$ cat src/hdl/ufrt_pkg.sv
package ufrt_pkg;

   // Window geometry and frame limits
   localparam int WINDOW_SLOTS   = 16;
   localparam int MAX_FRAGMENTS  = 256;
   localparam int FRAGMENT_BYTES = 1024;
   localparam int SLOT_W         = $clog2(WINDOW_SLOTS);
   localparam int FRAG_W         = $clog2(MAX_FRAGMENTS);
   localparam logic [31:0] REPLAY_LIMIT = 32'hC000_0000;

   // Status codes carried in the result
   localparam logic [1:0] ST_BUFFER   = 2'd0;
   localparam logic [1:0] ST_READY    = 2'd1;
   localparam logic [1:0] ST_DISPATCH = 2'd2;

   typedef struct packed {
      logic [15:0] session_tag;
      logic [31:0] sequence_number;
      logic [7:0]  fragment_index;
      logic [7:0]  last_fragment_index;
      logic [10:0] payload_length;
   } req_type;

   typedef struct packed {
      logic [1:0]  status;
      logic        replay_seen;
      logic [3:0]  slot_index;
      logic        store_payload;
      logic [17:0] write_offset;
      logic        duplicate;
      logic        message_complete;
      logic        gap_recovered;
      logic        window_cleared;
      logic [31:0] expected_after;
   } rsp_type;

   // Classification of a frame against the window
   typedef enum logic [2:0] {
      KIND_REPLAY,
      KIND_DISPATCH,
      KIND_WINDOW,
      KIND_GAP,
      KIND_BEYOND
   } kind_type;

   typedef enum logic [2:0] {
      S_IDLE,
      S_LOOK,
      S_CLASS,
      S_SCAN,
      S_GEND,
      S_REC,
      S_FIN
   } state_type;

   typedef struct packed {
      logic capture;
      logic lookup;
      logic scan;
      logic gap_end;
      logic wipe;
      logic record;
      logic emit;
   } cmd_type;

   typedef struct packed {
      kind_type kind;
      logic     scan_last;
      logic     out_busy;
   } sts_type;

endpackage

$ cat src/hdl/ufrt_ctrl.sv
module ufrt_ctrl import ufrt_pkg::*; (
   input  logic    clock,
   input  logic    reset,
   input  logic    req_valid,
   output logic    req_ready,
   input  sts_type sts,
   output cmd_type cmd
);

   state_type state_ff, state_in;

   always_ff @(posedge clock) begin
      if (reset) state_ff <= S_IDLE;
      else       state_ff <= state_in;
   end

   // Next state and commands
   always_comb begin
      state_in  = state_ff;
      cmd       = '0;
      req_ready = 1'b0;
      unique case (state_ff)
         S_IDLE: begin
            req_ready = 1'b1;
            if (req_valid) begin
               cmd.capture = 1'b1;
               state_in    = S_LOOK;
            end
         end
         S_LOOK: begin
            cmd.lookup = 1'b1;
            state_in   = S_CLASS;
         end
         S_CLASS: begin
            unique case (sts.kind)
               KIND_WINDOW: state_in = S_REC;
               KIND_GAP:    state_in = S_SCAN;
               KIND_BEYOND: begin
                  cmd.wipe = 1'b1;
                  state_in = S_REC;
               end
               default:     state_in = S_FIN;
            endcase
         end
         S_SCAN: begin
            cmd.scan = 1'b1;
            if (sts.scan_last) state_in = S_GEND;
         end
         S_GEND: begin
            cmd.gap_end = 1'b1;
            state_in    = S_REC;
         end
         S_REC: begin
            cmd.record = 1'b1;
            state_in   = S_FIN;
         end
         S_FIN: begin
            if (!sts.out_busy) begin
               cmd.emit = 1'b1;
               state_in = S_IDLE;
            end
         end
         default: state_in = S_IDLE;
      endcase
   end

endmodule

$ cat config.mk
export PLATFORM = sky130hd
export DESIGN_NAME = ufrt_ctrl
export DESIGN_NICKNAME = d
export VERILOG_FILES = /design/src/hdl/ufrt_pkg.sv /design/src/hdl/ufrt_ctrl.sv
export SDC_FILE = /design/constraint.sdc
export NUM_CORES = 1
export LEC_CHECK = 0
export ABC_AREA = 1
export BUFFER_PORTS_ARGS = -buffer_cell sky130_fd_sc_hd__buf_2
export CAP_MARGIN = 20
export CORE_AREA = 3 3 40 42
export DETAILED_ROUTE_END_ITERATION = 10
export DIE_AREA = 0 0 43 45
export GPL_TIMING_DRIVEN = 0
export SYNTH_ARGS = -nofsm -noshare
export SYNTH_HDL_FRONTEND = slang
export SYNTH_SLANG_ARGS = --single-unit
$ cat constraint.sdc
create_clock -name clock -period 1.6 [get_ports clock]
set_clock_uncertainty 0.05 [all_clocks]
set_input_delay 0.32 -clock clock [delete_from_list [all_inputs] [get_ports clock]]
set_output_delay 0.32 -clock clock [all_outputs]
set_load 0.005 [all_outputs]
[After elaboration in Yosys (flattened, before gate mapping)]
Index checks and enable logic that the tools add are counted.
Storage, ports and cells
  register bits after elaboration: 3
  bits of input ports: 8
  logic and storage cells: 32
Cells by class
  equal/unequal tests: 12
  muxes and demuxes: 16
  reduce and logical (&&, ||, !) cells: 3
Operators with widths (number)
  $pmux W3 S7: 1
  $eq A3 B2 Y1 const B: 4
  $eq A3 B3 Y1 const B: 4
  $mux W1: 11
  $mux W3: 3
  $ne A2 B2 Y1 const B: 3
  $pmux W3 S2: 1
  $eq A3 B1 Y1 const B: 1
  $logic_not A3 Y1: 1
  $reduce_and A3 Y1: 1
  $reduce_or A2 Y1: 1

[Depth between registers and ports, before layout]
Gate-level depths: netlist of the first run.
  word-level depth: 4
  depth in mapped cells: 7

[Worst setup path after synthesis of the first run]
OpenSTA, ideal clock, no wires.
  kind: register to output
  start: register state_ff[1]
  end: output cmd[6] (netlist bit)
  arrival time: 659 ps
  data required time: 1230 ps
  slack: 571 ps
  cell stages (with the launch flop): 4
  buffers on the path: 0
  path through: dfxtp_1 nor2_1 nand2_2 nor2_1
RTL lines
  from (decl): line ufrt_ctrl.sv:10  | state_type state_ff, state_in;
  from (signal assigned): line ufrt_ctrl.sv:14  | else state_ff <= state_in;
  to (decl): line ufrt_ctrl.sv:7  | output cmd_type cmd

==> summary.txt, run 1 <==
Critical path
  – Worst setup SP type: register
  – CP Capture Type: output pin
  – Arr. time, crit path: roughly 1.0 ns
  – Crit Path Category: register to output pin
  – Critical path data required time: about 1.2 ns
  – Max FO, Critical Path: 4

Floorplanning
  – Die Wd: 43 µm
  – Number of cell rows: 13
  – I/O pin total: 16
  – Die Y: between 40 and 50 µm
  – Starting Density: about a fifth
  – Die ar.: 0.00194 mm²
  – Placeable Area: 0.00128 mm²

Final layout
  – Most common cell after layout, fill and taps aside: buf_2
  – Commonest cells after routing, fill and taps aside: 15 x buf_2, 14 x nand2_1, 11 x nor2_1, 9 x inv_1
  – Ant. Diodes: 0
  – Largest regs: state_ff: 3 flops
  – Max reg flops: 3
  – Share of layout cells above drive strength 1: just over 30%
  – Final nets: between 70 and 80
  – Largest Register: state_ff
  – Area Overhead vs Synth: 47.3%
  – Final core occ: between 20% and 30%

STA
  – Worst-margin pin slew: approximately 0.20 ns
  – Post-layout min period: 1.41 ns
  – Tcrit/Tclk final: 88.1%
  – Slew headroom: 87.0%
  – Setup violations, final: 0
  – Fmax achieved: about 710 MHz
  – Final hold violation count: 0
  – Final Max Tran Viols: 0
  – Post-Route Setup TNS: 0 ns
  – Final setup margin: between 0.15 and 0.2 ns
  – Unrepaired setup endpoints after global routing: no

GRT
  – M3 GR Usage: around 4%
  – M1 GR Usage: between 10% and 20%
  – Global-route wire length before repair: ~1100 µm
  – Vias in the first global route: 268
  – Initial antenna violation count: 0
  – Largest net degree at the start of global routing: 7
  – GR Layer Usage met2: under 10%
  – GRT Max-Usage Layer: met1
  – Global route overflow: 0
  – GRT Total Usage: around 7.3%

Clock tree
  – Num CTS Buffers: 3
  – CTS-repair resized insts: 0
  – CTS tree: built
  – Clk sinks: 3
  – Post CTS Setup Buffer Count: 0
  – Clk slew on worst S/H paths: 0.04 ns
  – Clock Latency Late Sink: about 0.23 ns
  – CTS Hold Bufs: 0
  – Root Driver: clkbuf_4
  – Longest Clk Path Bufs: 2
  – H-tree lvl count: 1

Power and ir drop
  – Peak supply drop: 0.509 mV
  – Leakage: roughly 0.23 nW
  – Pwr dens: approximately 1400 mW/mm²

Route
  – DRT iter0 DRCs: 4
  – Vias per cell: between 3 and 4
  – Antenna-violating nets left: 0
  – DRC Markers: 0
  – Via count: 325
  – Routed WL: 654 µm
  – DR pass1 iterations: 4
  – Drt wl/cell: 7.88 µm

Place
  – Post-DP HPWL: around 540 µm
  – Pre-CTS setup slack: just under 0.4 ns
  – Port buffer count: 15
  – GP Congestion: approximately 0.68

Synth
  – Yosys cell types: 14
  – Sequential fraction of the synthesis area: between 20% and 30%
  – Dominant cell type by area after synthesis: dfxtp_1
  – Synth Instances: 49
  – Area contributors post-synth: dfxtp_1 24%, nand2_1 21%, nor2_1 16%, inv_1 13%, a21oi_1 3.9%
  – Share of Yosys cell area claimed by the top area cell type: about a quarter
  – Flops & latches, synth: 3
  – Syn avg cell area: about 5.2 µm²
  – Synthesis warning total: 0
  – Syn nets: 57
  – Post-synthesis cell area: around 250 µm²

Run
  – Max Cap Violations: 0

Outcome
  – Status: finished, final reports clean

Worst hold path
  – Hold crit path type: input port to register
==> routing by layer <==
metal  wire length (µm)  vias to the layer above
met1                330                      124
met4                  0                        0
met3                 64                        0
met2                260                       12
met5                  0                        -
li1                   -                      189
==> final cells by class <==
cell class	instances	area [µm²]
Inverter	10	37.5
Sequential cell	3	60.1
Clock buffer	4	26.3
Timing Repair Buffer	15	75.1
Multi-Input combinational cell	36	156
Fill cell	145	911
Tap cell	15	18.8
==> where the power goes <==
group / leakage, nW / switching (mW) / total [mW] / internal (mW)
logic: 0.187 / 0.142 / 0.243 / 0.101
clock network: 0.0150 / 0.0394 / 0.133 / 0.0935
registers: 0.0247 / 0.0325 / 0.133 / 0.100
==> worst paths after layout <==
check | startpoint | end | slack, ns | cells past startpoint
setup / recovery | state_ff[0] | cmd[5] | 0.19 | 5
hold / removal | reset | state_ff[0] | 0.22 | 2
setup reg to reg | state_ff[1] | state_ff[2] | 0.49 | 7
hold reg to reg | state_ff[1] | state_ff[2] | 0.55 | 2
==> cell families after synthesis <==
logic type / share of synthesized area, %
AND/OR/NAND/NOR: 53.2
flip-flops: 23.6
AO/OA/AOI/OAI: 8.37
buffers and inverters: 14.8
==> synth_stat cells <==
cell,n
nand2_1,14
nor2_1,11
inv_1,9
dfxtp_1,3
a21oi_1,2
nand3_1,2
a31oi_1,1
inv_2,1
nand2_2,1
nand3b_1,1
nand4_1,1
nor2_2,1
nor3_1,1
o21ai_0,1
==> per-stage QoR <==
stage	cells	area (µm²)	hold slack, ns	power [mW]
3_3_place_gp	79	348	0.468	0.378
3_5_place_dp	79	348	0.463	0.380
6_report	83	374	0.223	0.509
4_1_cts	83	374	0.214	0.522
2_1_floorplan	49	254	0.339	0.290
5_1_grt	83	374	0.227	0.576
==> worst max-delay path: stages (launching register included) <==
cell	delay, ns
dfxtp_1	0.37
inv_1	0.09
nor2_1	0.08
inv_1	0.08
nor2_1	0.08
buf_2	0.11
Note: power is estimated with default switching activity, not from simulation.
==> run 2, diff against run 1 <==
==> constraint.sdc (replaced) <==
create_clock -name clock -period 1.4 [get_ports clock]
set_clock_uncertainty 0.05 [all_clocks]
set_input_delay 0.28 -clock clock [delete_from_list [all_inputs] [get_ports clock]]
set_output_delay 0.28 -clock clock [all_outputs]
set_load 0.005 [all_outputs]
==> run 2 against run 1 <==
Against the previous run: core utilization rose by 1.1 points; count of clock-buffer cells in the layout did not move; setup slack got worse by 0.095 ns; hold slack got worse by 0.055 ns; routed wire length fell by 1.5%; cell count did not move; power rose by 19%; final area rose by 3.7%; first-iteration DRC count rose to 2.5 times the previous value; via count rose by 3.4%; non-clock buffer count did not move; clock power rose by 15%; critical path type unchanged; largest cell class unchanged.
==> summary.txt, run 2 (synthesized netlist as in run 1, its figures left out) <==
Power and ir drop
  – Pwr dens: 1560 mW/mm² (+15%)
  – Peak supply drop: 0.492 mV (-3.3%)
  – Leakage: 0.229 nW (+1.1%)
  – Power Total: 0.607 mW (+19%)

Floorplanning
  – Die Y: 45 µm (unchanged)
  – Placeable Area: 0.00128 mm² (unchanged)
  – Die ar.: 0.00194 mm² (unchanged)
  – Number of cell rows: 13 (unchanged)
  – Die Wd: 43 µm (unchanged)
  – I/O pin total: 16 (unchanged)
  – Starting Density: 19.8% (unchanged)

Worst hold path
  – Hold Path Sink: state_ff[0]
  – Hold path cells: 2 (unchanged)
  – Hold path start: reset
  – Hold crit path type: input port to register

Critical path
  – Crit path max-delay family: flip-flops
  – CP Capture Type: output pin
  – Reg2Reg Depth: 7 (unchanged)
  – Reg2Reg Capture Point: state_ff[2]
  – Crit Path Category: register to output pin
  – Worst setup SP type: register
  – Worst r2r src: state_ff[0]
  – Worst-path cell chain: inv_2 -> nor2_1 -> inv_1 -> nor2_1 -> buf_2
  – Critical path data required time: 1.07 ns (-0.16 ns)
  – Buffers and inverters on the worst path: 3 (unchanged)
  – Arr. time, crit path: 0.97 ns (-0.07 ns)
  – Slowest-stage cell, CP: dfxtp_4
  – Max FO, Critical Path: 4 (unchanged)
  – Slowest stage delay, CP: 0.36 ns (about the same)
  – R2R Setup Slk: 0.34 ns (-0.15 ns)
  – Most used cell, CP: nor2_1

GRT
  – Global-route wire length before repair: 1070 µm (unchanged)
  – Vias in the first global route: 268 (unchanged)
  – GRT Total Usage: 7.32% (unchanged)
  – Largest net degree at the start of global routing: 7 (unchanged)
  – Initial antenna violation count: 0 (unchanged)
  – Global route overflow: 0 (unchanged)

Clock tree
  – Num CTS Buffers: 3 (unchanged)
  – Clock Latency Late Sink: 0.23 ns (about the same)
  – H-tree lvl count: 1 (unchanged)
  – CTS tree: built
  – CTS-repair resized insts: 0 (unchanged)
  – Clk sinks: 3 (unchanged)
  – Post CTS Setup Buffer Count: 0 (unchanged)
  – Root Driver: clkbuf_4
  – CTS Hold Bufs: 0 (unchanged)
  – Clk slew on worst S/H paths: 0.04 ns (about the same)
  – Longest Clk Path Bufs: 2 (unchanged)

Final layout
  – Largest regs: state_ff: 3 flops
  – Most common cell after layout, fill and taps aside: buf_2
  – Ant. Diodes: 0 (unchanged)
  – Area Overhead vs Synth: 52.7%
  – Final nets: 77 (unchanged)
  – Post-route design area: 388 µm² (+3.7%)
  – Filler instances: 148 (+2.1%)
  – Largest Register: state_ff
  – Commonest cells after routing, fill and taps aside: 15 x buf_2, 14 x nand2_1, 10 x nor2_1, 8 x inv_1, 3 x clkbuf_4
  – Max reg flops: 3 (unchanged)
  – Share of layout cells above drive strength 1: 39.7% (+8.8 points)

Route
  – Drt wl/cell: 7.76 µm (-1.5%)
  – Vias per cell: 4.05 (+3.4%)
  – Via count: 336 (+3.4%)
  – DRC Markers: 0 (unchanged)
  – DR pass1 iterations: 5 (+1)
  – DRT iter0 DRCs: 10 (+6)
  – Antenna-violating nets left: 0 (unchanged)
  – Routed WL: 644 µm (-1.5%)

STA
  – Worst-margin pin slew: 0.132 ns (-0.0638 ns)
  – Fmax achieved: around 770 MHz
  – Slew headroom: 91.2% (+4.2 points)
  – Post-layout min period: 1.30 ns
  – Final Max Tran Viols: 0 (unchanged)
  – Setup violations, final: 0 (unchanged)
  – Post-Route Setup TNS: 0 ns (unchanged)
  – Unrepaired setup endpoints after global routing: no
  – Final hold violation count: 0 (unchanged)
  – Tcrit/Tclk final: between 90 and 100%

Place
  – Post-DP HPWL: 542 µm (unchanged)
  – GP Congestion: 0.683 (unchanged)
  – Port buffer count: 15 (unchanged)
  – Placed Area: 348 µm² (unchanged)

Outcome
  – Status: finished, final reports clean

Run
  – Max Cap Violations: 0 (unchanged)
## run 2: how the worst max path moves through the flow
stage                            from          end  cells past startpoint
after floorplan           state_ff[1]  state_ff[2]                      7
after global placement         sts[3]       cmd[2]                      5
after detailed placement       sts[3]       cmd[2]                      5
after CTS                 state_ff[2]       cmd[2]                      4
after global routing      state_ff[0]       cmd[5]                      5
final                     state_ff[0]       cmd[5]                      5
## run 2: per-stage QoR
step / instances / hold slack [ns] / util, % / worst slack, ns
after global placement: 79 / 0.428 / 27.1 / 0.273
final: 83 / 0.168 / 30.2 / 0.0963
after detailed placement: 79 / 0.423 / 27.1 / 0.265
after floorplan: 49 / 0.299 / - / 0.382
after CTS: 83 / 0.174 / 29.1 / 0.0153
after global routing: 83 / 0.172 / 30.2 / 0.00708
## run 2: metal layers
layer	track usage [%]	share of wire, %	vias to the layer above
li1	-	-	188
met1	10.6	48	133
met2	9.28	41	15
met3	3.98	11	0
met4	1.81	0	0
met5	0	0	-
## run 2: area by class of cell
cell class	instances	area, µm²	area share (%)
Sequential cell	3	66.3	17.1
Tap cell	15	18.8	4.84
Clock buffer	4	26.3	6.77
Inverter	10	37.5	9.68
Multi-Input combinational cell	36	164	42.3
Timing Repair Buffer	15	75.1	19.4
## run 2: where the power goes
group | total, mW | leakage [nW] | internal [mW] | switching, mW
logic | 0.286 | 0.188 | 0.122 | 0.164
clock network | 0.153 | 0.0150 | 0.107 | 0.0457
registers | 0.168 | 0.0261 | 0.125 | 0.0428
==> run 3, diff against run 2 <==
--- a/config.mk
+++ b/config.mk
@@ -12,6 +12,7 @@
 export DETAILED_ROUTE_END_ITERATION = 10
 export DIE_AREA = 0 0 43 45
 export GPL_TIMING_DRIVEN = 0
+export PLACE_DENSITY_LB_ADDON = 0.25
 export SYNTH_ARGS = -nofsm -noshare
 export SYNTH_HDL_FRONTEND = slang
 export SYNTH_SLANG_ARGS = --single-unit
==> constraint.sdc (replaced) <==
create_clock -name clock -period 1.1 [get_ports clock]
set_clock_uncertainty 0.05 [all_clocks]
set_input_delay 0.22 -clock clock [delete_from_list [all_inputs] [get_ports clock]]
set_output_delay 0.22 -clock clock [all_outputs]
set_load 0.005 [all_outputs]
==> run 3 against run 2 <==
Against the previous run: the run now ends with setup timing left; non-clock buffer count is 3 higher; register-to-register slack got worse by 0.36 ns; clock power grew 32%; count of clock-buffer cells in the layout stayed put; via count is 7.7% higher; flip-flop and latch count is the same; largest cell class unchanged; final area up 14%; sequential share of layout area shrank 1.0 points; combinational power up 74%; power is 57% higher.
==> summary.txt, run 3 (synthesized netlist as in run 1, its figures left out) <==
Final layout
  – Most common cell after layout, fill and taps aside: buf_2
  – Final core occ: 34.5% (+4.3 points)
  – Max reg flops: 3 (unchanged)
  – Area Overhead vs Synth: 74.4%
  – Largest regs: state_ff: 3 flops
  – Final nets: 80 (+3.9%)
  – Share of layout cells above drive strength 1: 52.1% (+12 points)
  – Filler instances: 146 (-1.4%)
  – Ant. Diodes: 0 (unchanged)
  – Largest Register: state_ff
  – Commonest cells after routing, fill and taps aside: 15 x buf_2, 12 x nand2_1, 7 x nor2_1, 6 x inv_1

Critical path
  – Worst setup SP type: register
  – Critical path data required time: 0.83 ns (-0.24 ns)
  – Slowest stage delay, CP: 0.36 ns (about the same)
  – Critical path origin: state_ff[0]
  – Slowest-stage cell, CP: dfxtp_4
  – R2R Setup Slk: -0.02 ns (-0.36 ns)
  – Worst-path cell chain: nor2_4 -> nand2_2 -> nor2_1 -> buf_2
  – Max FO, Critical Path: 4 (unchanged)
  – Crit Path Category: register to output pin
  – CP Capture Type: output pin
  – Arr. time, crit path: 0.99 ns (+0.02 ns)
  – Worst r2r src: state_ff[1]

Route
  – Via count: 362 (+7.7%)
  – DRT iter0 DRCs: 9 (-1)
  – Vias per cell: 4.21 (+4.0%)
  – Routed WL: 749 µm (+16%)
  – DR pass1 iterations: 4 (-1)
  – Drt wl/cell: 8.71 µm (+12%)
  – DRC Markers: 0 (unchanged)
  – Antenna-violating nets left: 0 (unchanged)

Floorplanning
  – I/O pin total: 16 (unchanged)
  – Number of cell rows: 13 (unchanged)
  – Die Wd: 43 µm (unchanged)
  – Placeable Area: 0.00128 mm² (unchanged)
  – Die ar.: 0.00194 mm² (unchanged)
  – Starting Density: 19.8% (unchanged)
  – Die Y: 45 µm (unchanged)

GRT
  – GRT Max-Usage Layer: met2
  – GR Layer Usage met2: 12.6% (+3.3 points)
  – Largest net degree at the start of global routing: 7 (unchanged)
  – Initial antenna violation count: 0 (unchanged)
  – Global route overflow: 0 (unchanged)
  – GRT Total Usage: 7.32% (unchanged)
  – Global-route wire length before repair: 1090 µm (+2.0%)
  – M1 GR Usage: 8.63% (-1.9 points)
  – Vias in the first global route: 291 (+8.6%)
  – M3 GR Usage: 2.79% (-1.2 points)

Clock tree
  – Root Driver: clkbuf_4
  – Longest Clk Path Bufs: 2 (unchanged)
  – Clock Latency Late Sink: 0.24 ns (about the same)
  – Num CTS Buffers: 3 (unchanged)
  – CTS tree: built
  – H-tree lvl count: 1 (unchanged)
  – Clk slew on worst S/H paths: 0.04 ns (about the same)
  – CTS Hold Bufs: 0 (unchanged)
  – Clk sinks: 3 (unchanged)

STA
  – Final Max Tran Viols: 0 (unchanged)
  – Setup violations, final: 9 (+9)
  – Slew headroom: 90.8% (-0.37 points)
  – Worst-margin pin slew: 0.137 ns (+0.00547 ns)
  – Post-Route Setup TNS: -1.10 ns (-1.10 ns)
  – Final hold violation count: 0 (unchanged)
  – Fmax achieved: around 800 MHz
  – Unrepaired setup endpoints after global routing: yes
  – Tcrit/Tclk final: 114%
  – Post-layout min period: roughly 1.3 ns
  – Final setup margin: -0.156 ns (-0.253 ns)

Power and ir drop
  – Power Total: 0.950 mW (+57%)
  – Peak supply drop: 0.439 mV (-11%)
  – Leakage: 0.245 nW (+7.1%)
  – Pwr dens: 2140 mW/mm² (+37%)

Place
  – Port buffer count: 15 (unchanged)
  – Post-DP HPWL: 535 µm (-1.3%)
  – Pre-CTS setup slack: -0.000436 ns (-0.265 ns)
  – GP Congestion: 0.744 (+8.9%)

Outcome
  – Failing checks: setup timing
  – Status: complete, but fails checks

Run
  – Max Cap Violations: 0 (unchanged)

Worst hold path
  – Hold path start: reset
  – Hold crit path type: input port to register
==> run 3: cell types whose count changed in the layout (fill, tap and decap cells not counted) <==
| cell | previous run | this run |
|---|---|---|
| buf_4 | 0 | 3 |
| nor2_1 | 10 | 7 |
| dfxtp_2 | 2 | 0 |
| dfxtp_4 | 1 | 3 |
| inv_1 | 8 | 6 |
| inv_4 | 0 | 2 |
| nand2_1 | 14 | 12 |
| nand2_2 | 1 | 3 |
| nor2_4 | 0 | 2 |
| nor2_2 | 2 | 3 |
==> run 3: worst max-delay path: cells and delay by family, from the launching register on <==
kind                   cells  cell delay, ns
and+or+nand+nor            3            0.27
DFF                        1            0.36
buffers and inverters      1            0.11
==> run 3: through the flow <==
| stage | instances | hold slack [ns] | cell area (µm²) |
|---|---|---|---|
| 3_3_place_gp | 79 | 0.367 | 348 |
| 6_report | 86 | 0.107 | 443 |
| 3_5_place_dp | 79 | 0.364 | 348 |
| 2_1_floorplan | 49 | 0.239 | 254 |
| 5_1_grt | 86 | 0.111 | 443 |
| 4_1_cts | 85 | 0.111 | 403 |
==> run 3: path summary, 6_finish.rpt <==
kind	end	depth (start not counted)
max	cmd[6]	4
min	state_ff[1]	2
max reg2reg	state_ff[0]	7
min reg2reg	state_ff[2]	2
==> run 3: final cells by class <==
type / instances / area [µm²] / share of cell area (%)
multi-input cells: 36 / 186 / 42.1
repair buffers: 18 / 97.6 / 22.0
flip-flops and latches: 3 / 71.3 / 16.1
inverters: 10 / 42.5 / 9.60
clock buffers: 4 / 26.3 / 5.93
well taps: 15 / 18.8 / 4.24
==> run 3: what timing repair did <==
item	in CTS	in global routing
buffers inserted	2	2
pin swaps	1	2
gates resized for setup	7	13
endpoints found under the setup margin	10	10
==> run 3: routing by layer <==
| metal | part of all wire (%) | wire, µm |
|---|---|---|
| met1 | 41 | 305 |
| met2 | 48 | 358 |
| met3 | 9.9 | 74 |
| met4 | 1.5 | 11 |
| met5 | 0 | 0 |
==> run 3: power breakdown <==
group | internal [mW] | switching, mW
combinational | 0.243 | 0.256
sequential | 0.166 | 0.0837
clock | 0.137 | 0.0650
total | 0.545 | 0.405
